**src/sv/pee_pkg.sv**
```systemverilog
package pee_pkg;

	localparam int StackDepth = 64;
	localparam int PtrW = $clog2(StackDepth);
	localparam int CntW = $clog2(StackDepth + 1);

	localparam logic [7:0] ChZero  = 8'h30;
	localparam logic [7:0] ChNine  = 8'h39;
	localparam logic [7:0] ChSpace = 8'h20;
	localparam logic [7:0] ChTab   = 8'h09;
	localparam logic [7:0] ChAdd   = 8'h2B;
	localparam logic [7:0] ChSub   = 8'h2D;
	localparam logic [7:0] ChMul   = 8'h2A;
	localparam logic [7:0] ChDiv   = 8'h2F;
	localparam logic [7:0] ChMod   = 8'h25;
	localparam logic [7:0] ChPow   = 8'h24;

	typedef enum logic [2:0] {
		OP_ADD,
		OP_SUB,
		OP_MUL,
		OP_DIV,
		OP_MOD,
		OP_POW
	} op_t;

	typedef enum logic [2:0] {
		ST_IDLE,
		ST_RD_RIGHT,
		ST_RD_LEFT,
		ST_CALC,
		ST_WAIT_ALU,
		ST_FINAL_RD,
		ST_EMIT
	} state_t;

	// request to the arithmetic unit
	typedef struct packed {
		logic start;
		op_t  op;
	} alu_req_t;

	typedef struct packed {
		logic done;
		logic div0;
	} alu_rsp_t;

endpackage

```
**src/sv/pee_alu.sv**
```systemverilog
module pee_alu (
	input  logic                 clk,
	input  logic                 arst_n,
	input  pee_pkg::alu_req_t    req,
	input  logic [31:0]          left,
	input  logic [31:0]          right,
	output pee_pkg::alu_rsp_t    rsp,
	output logic [31:0]          result
);
	import pee_pkg::*;

	typedef enum logic [1:0] {A_IDLE, A_DIV, A_POW, A_DONE} astate_t;

	astate_t     st_q;
	logic [5:0]  cnt_q;
	logic [31:0] quo_q, rem_q, dvs_q, base_q, exp_q, acc_q, res_q;
	logic        neg_q_q, neg_r_q, is_mod_q, div0_q;
	logic [32:0] trial;
	logic [31:0] rem_sh;

	assign rem_sh = {rem_q[30:0], quo_q[31]};
	assign trial  = {1'b0, rem_sh} - {1'b0, dvs_q};

	always_ff @(posedge clk or negedge arst_n) begin
		if (!arst_n) begin
			st_q <= A_IDLE;
			cnt_q <= '0;
		end else begin
			case (st_q)
				A_IDLE: if (req.start) begin
					div0_q <= 1'b0;
					cnt_q  <= '0;
					case (req.op)
						OP_ADD: begin res_q <= left + right; st_q <= A_DONE; end
						OP_SUB: begin res_q <= left - right; st_q <= A_DONE; end
						OP_MUL: begin res_q <= left * right; st_q <= A_DONE; end
						OP_DIV, OP_MOD: begin
							if (right == '0) begin
								res_q  <= '0;
								div0_q <= 1'b1;
								st_q   <= A_DONE;
							end else begin
								quo_q    <= left[31] ? -left : left;
								rem_q    <= '0;
								dvs_q    <= right[31] ? -right : right;
								neg_q_q  <= left[31] ^ right[31];
								neg_r_q  <= left[31];
								is_mod_q <= (req.op == OP_MOD);
								st_q     <= A_DIV;
							end
						end
						OP_POW: begin
							if (right[31]) begin
								if (left == 32'd1) res_q <= 32'd1;
								else if (left == '1) res_q <= right[0] ? '1 : 32'd1;
								else res_q <= '0;
								st_q <= A_DONE;
							end else begin
								base_q <= left;
								exp_q  <= right;
								acc_q  <= 32'd1;
								st_q   <= A_POW;
							end
						end
						default: st_q <= A_DONE;
					endcase
				end
				A_DIV: begin
					// one restoring step per cycle
					if (!trial[32]) begin
						rem_q <= trial[31:0];
						quo_q <= {quo_q[30:0], 1'b1};
					end else begin
						rem_q <= rem_sh;
						quo_q <= {quo_q[30:0], 1'b0};
					end
					cnt_q <= cnt_q + 6'd1;
					if (cnt_q == 6'd32) begin
						rem_q <= rem_q;
						quo_q <= quo_q;
						if (is_mod_q) res_q <= neg_r_q ? -rem_q : rem_q;
						else res_q <= neg_q_q ? -quo_q : quo_q;
						st_q <= A_DONE;
					end
				end
				A_POW: begin
					// multiply on even counts alternates with square on odd counts
					if (exp_q == '0) begin
						res_q <= acc_q;
						st_q  <= A_DONE;
					end else if (!cnt_q[0]) begin
						if (exp_q[0]) acc_q <= acc_q * base_q;
						cnt_q <= cnt_q ^ 6'd1;
					end else begin
						base_q <= base_q * base_q;
						exp_q  <= exp_q >> 1;
						cnt_q  <= cnt_q ^ 6'd1;
					end
				end
				A_DONE: st_q <= A_IDLE;
				default: st_q <= A_IDLE;
			endcase
		end
	end

	assign rsp.done = (st_q == A_DONE);
	assign rsp.div0 = div0_q;
	assign result   = res_q;

endmodule

```
**config.mk**
```make
export PLATFORM = sky130hd
export DESIGN_NAME = pee_alu
export DESIGN_NICKNAME = d
export VERILOG_FILES = /design/src/sv/pee_pkg.sv /design/src/sv/pee_alu.sv
export SDC_FILE = /design/constraint.sdc
export NUM_CORES = 2
export LEC_CHECK = 0
export BUFFER_PORTS_ARGS = -buffer_cell sky130_fd_sc_hd__buf_2
export CAP_MARGIN = 10
export CORE_AREA = 3 3 374 376
export CTS_CLUSTER_SIZE = 28
export DETAILED_ROUTE_END_ITERATION = 16
export DIE_AREA = 0 0 377 379
export GPL_TIMING_DRIVEN = 0
export SLEW_MARGIN = 0
export SYNTH_ARGS = -nofsm -noshare
export SYNTH_HDL_FRONTEND = slang
export SYNTH_SLANG_ARGS = --single-unit
```
**constraint.sdc**
```tcl
create_clock -name clk -period 10.5 [get_ports clk]
set_input_delay 2.625 -clock clk [delete_from_list [all_inputs] [get_ports clk]]
set_output_delay 2.625 -clock clk [all_outputs]
set_load 0.02 [all_outputs]
```
==> flow_summary.json <==
{
  "gp_congestion": 0.994,
  "root_buffer": "clkbuf_16",
  "dp.cells": 8709,
  "slew_headroom_pct": 4.04,
  "track_usage_pct": 33.0,
  "syn_inst": 6819,
  "cp-end-kind": "flop",
  "worstHoldStart": "cnt_q[5]$_DFFE_PN0P_",
  "synth_seq_cells": 235,
  "first_iter_violations": 5244,
  "period_minus_slack_ns": 10.33,
  "port_buffers": 87,
  "grt_pass1_vias": 50918,
  "ys_top_cells_by_area": "fa_1, edfxtp_1, ha_1, inv_1, nand2_1",
  "yosysUniqueCellTypes": 86,
  "cp.arrival_ns": 10.67,
  "drt_pass1_iterations": 8,
  "synth_area_per_cell_um2": 9.03,
  "worstMarginPinSlew_ns": 1.44,
  "hold_path.class": "reg2reg",
  "reg2reg_depth": 30,
  "drc": 0,
  "hold_viol_final": 0,
  "yosysWarnings": 0,
  "grt_max_degree": 36,
  "ios": 104,
  "synthFlopType": "edfxtp_1",
  "seq_area_frac_synth_pct": 11.4,
  "fin_util_pct": 47.7,
  "required_ns": 10.85,
  "cts_made_buffers": 30,
  "post_cts_buffers": 0,
  "reg2reg_slack_ns": 0.35,
  "die_w_um": 377,
  "overflow": 0,
  "place_hpwl_mm": 194,
  "grt_pass1_wl_mm": 341,
  "clock-sinks": 235,
  "fin_cells": 8756,
  "final.setup_skew_ns": 0.0168,
  "drv_cap": 0,
  "dieArea_mm2": 0.143,
  "vias_per_cell": 5.65,
  "netlist_top_cells_count": "inv_1, fa_1, nand2_1",
  "fmax_ghz": 0.0968,
  "cp-start-kind": "input pin",
  "drt-total-wl_mm": 233,
  "rows": 136,
  "period_share_pct": 98.4,
  "worstPathMaxFanout": 10,
  "slew_violations": 0,
  "nets": 8625,
  "path_class": "in2reg",
  "drt-wirelength-per-cell_um": 26.6,
  "core_area_mm2": 0.137,
  "whs_path_depth": 1,
  "drive_gt1_share_pct": 4.02,
  "start_util_pct": 44.9,
  "path_clk_slew_ns": 0.06,
  "cts_max_path_buffers": 3,
  "yosysMostFrequentCell": "inv_1",
  "synthDominantCellAreaShare_pct": 38.5,
  "async_flop_share_pct": 3.40,
  "setup_slack_ns": 0.173,
  "setup_viol": 0,
  "min_to": "cnt_q[5]$_DFFE_PN0P_",
  "synth_top_cell_by_area": "fa_1",
  "insertion_delay_ns": 0.62,
  "worstReg2RegStart": "base_q[4]$_DFFE_PP_",
  "drt.antenna.violating_nets": 0,
  "chipHeight_um": 379,
  "syn_nets": 8520,
  "vias": 49447,
  "antenna_found_initial": 36,
  "cts.htree.levels": 1,
  "syn_to_final_growth_pct": 6.25,
  "syn-cell-area_mm2": 0.0615,
  "r2r_end": "acc_q[31]$_SDFFCE_PN0P_",
  "cts_hold_buf": 0,
  "place_ws_ns": -1.70,
  "cts_tree": "yes",
  "status": "finished clean",
  "setup_tns_ns": 0,
  "synth_edf_count": 227
}
-- worst max-delay path, stage by stage --
cell	delay [ns]
buf_2	0.19
clkbuf_1	0.77
nand2_1	0.19
fa_1	0.56
inv_1	0.05
fa_1	0.49
inv_1	0.06
fa_1	0.48
inv_1	0.11
fa_1	0.53
fa_1	0.51
inv_1	0.05
fa_1	0.45
fa_1	0.52
fa_1	0.40
xnor2_1	0.23
xnor2_1	0.12
xnor2_1	0.29
xnor2_1	0.14
xnor2_1	0.54
xnor2_1	0.17
xnor2_1	0.29
xnor2_1	0.23
a21oi_1	0.17
a311oi_2	0.47
-- state kept, by name, summed over array words and instances, names as in the netlist --
name and cells:
div0_q 1, exp_q 31, st_q 2, neg_q_q 1, is_mod_q 1, neg_r_q 1, acc_q 32, base_q 32
dvs_q 32, result 32, quo_q 32, rem_q 32, cnt_q 6
-- stage by stage --
| stage | hold slack, ns | instance area [um2] |
|---|---|---|
| 2_1_floorplan | 0.450 | 61500 |
| 3_3_place_gp | 0.480 | 64200 |
| 3_5_place_dp | 0.483 | 64400 |
| 4_1_cts | 0.491 | 65300 |
| 5_1_grt | 0.536 | 65400 |
| 6_report | 0.490 | 65400 |
-- worst max-delay path by stage --
stage	from	endpoint	slack, ns
after detailed placement	left[9]	result[31]$_DFFE_PP_	-1.70
after global placement	left[9]	result[31]$_DFFE_PP_	-1.68
final	left[27]	result[31]$_DFFE_PP_	0.17
after CTS	left[8]	result[31]$_DFFE_PP_	-0.01
after floorplan	right[8]	result[31]$_DFFE_PP_	1.15
after global routing	left[21]	result[31]$_DFFE_PP_	-0.009
-- routing by layer --
layer	share of wire [%]	vias up	track usage (%)
met3	11	617	7.93
li1	-	20989	-
met1	40	25139	44.3
met4	5.6	10	15.0
met2	44	2692	50.5
met5	0.035	-	0
-- area by class of cell --
type / instances / area (um2)
antenna: 16 / 40.0
buffer: 335 / 1320
clock buffer: 36 / 795
clock inverter: 18 / 138
fill: 13365 / 71800
inverter: 1467 / 5510
multi-input combinational: 4759 / 47700
sequential: 235 / 7020
tap: 1794 / 2240
timing repair buffer: 96 / 596
-- cell usage in the layout, fill, tap and decap left out, drive strengths merged, types with 10 or more instances in the layout --
cell / n
a21oi: 147
mux2: 53
xnor2: 270
or4: 14
nor3: 42
xor2: 140
ha: 446
inv: 1466
or3: 30
a21o: 69
mux2i: 30
fa: 1185
clkinv: 10
nor2b: 44
diode: 16
buf: 117
nand2b: 22
a31oi: 29
nand3: 26
a221oi: 20
a211oi: 19
o211ai: 23
nand2: 980
o31ai: 42
nor2: 167
o21a: 32
o21ai: 162
clkbuf: 347
nand4: 17
o21bai: 11
a2111oi: 10
and3: 15
and2: 553
edfxtp: 227
nor4: 18
o41ai: 22
-- what timing repair did --
| action | CTS | global route |
|---|---|---|
| resized for setup | 16 | 69 |
| gates cloned | 0 | 0 |
| pin swaps | 0 | 1 |
| setup endpoints to repair | 12 | 12 |
-- kinds of logic after synthesis --
kind of cell,after synthesis,synth area share (%)
simple gates,1966,15.4
buf+inv,1825,11.1
fa+ha+maj,1631,47.6
compound gates,669,7.17
xor+xnor,410,5.83
flops,235,11.4
mux,83,1.46
Power is not shown: default switching activity piles up to over one toggle a cycle in this logic, so the estimate is an artifact.
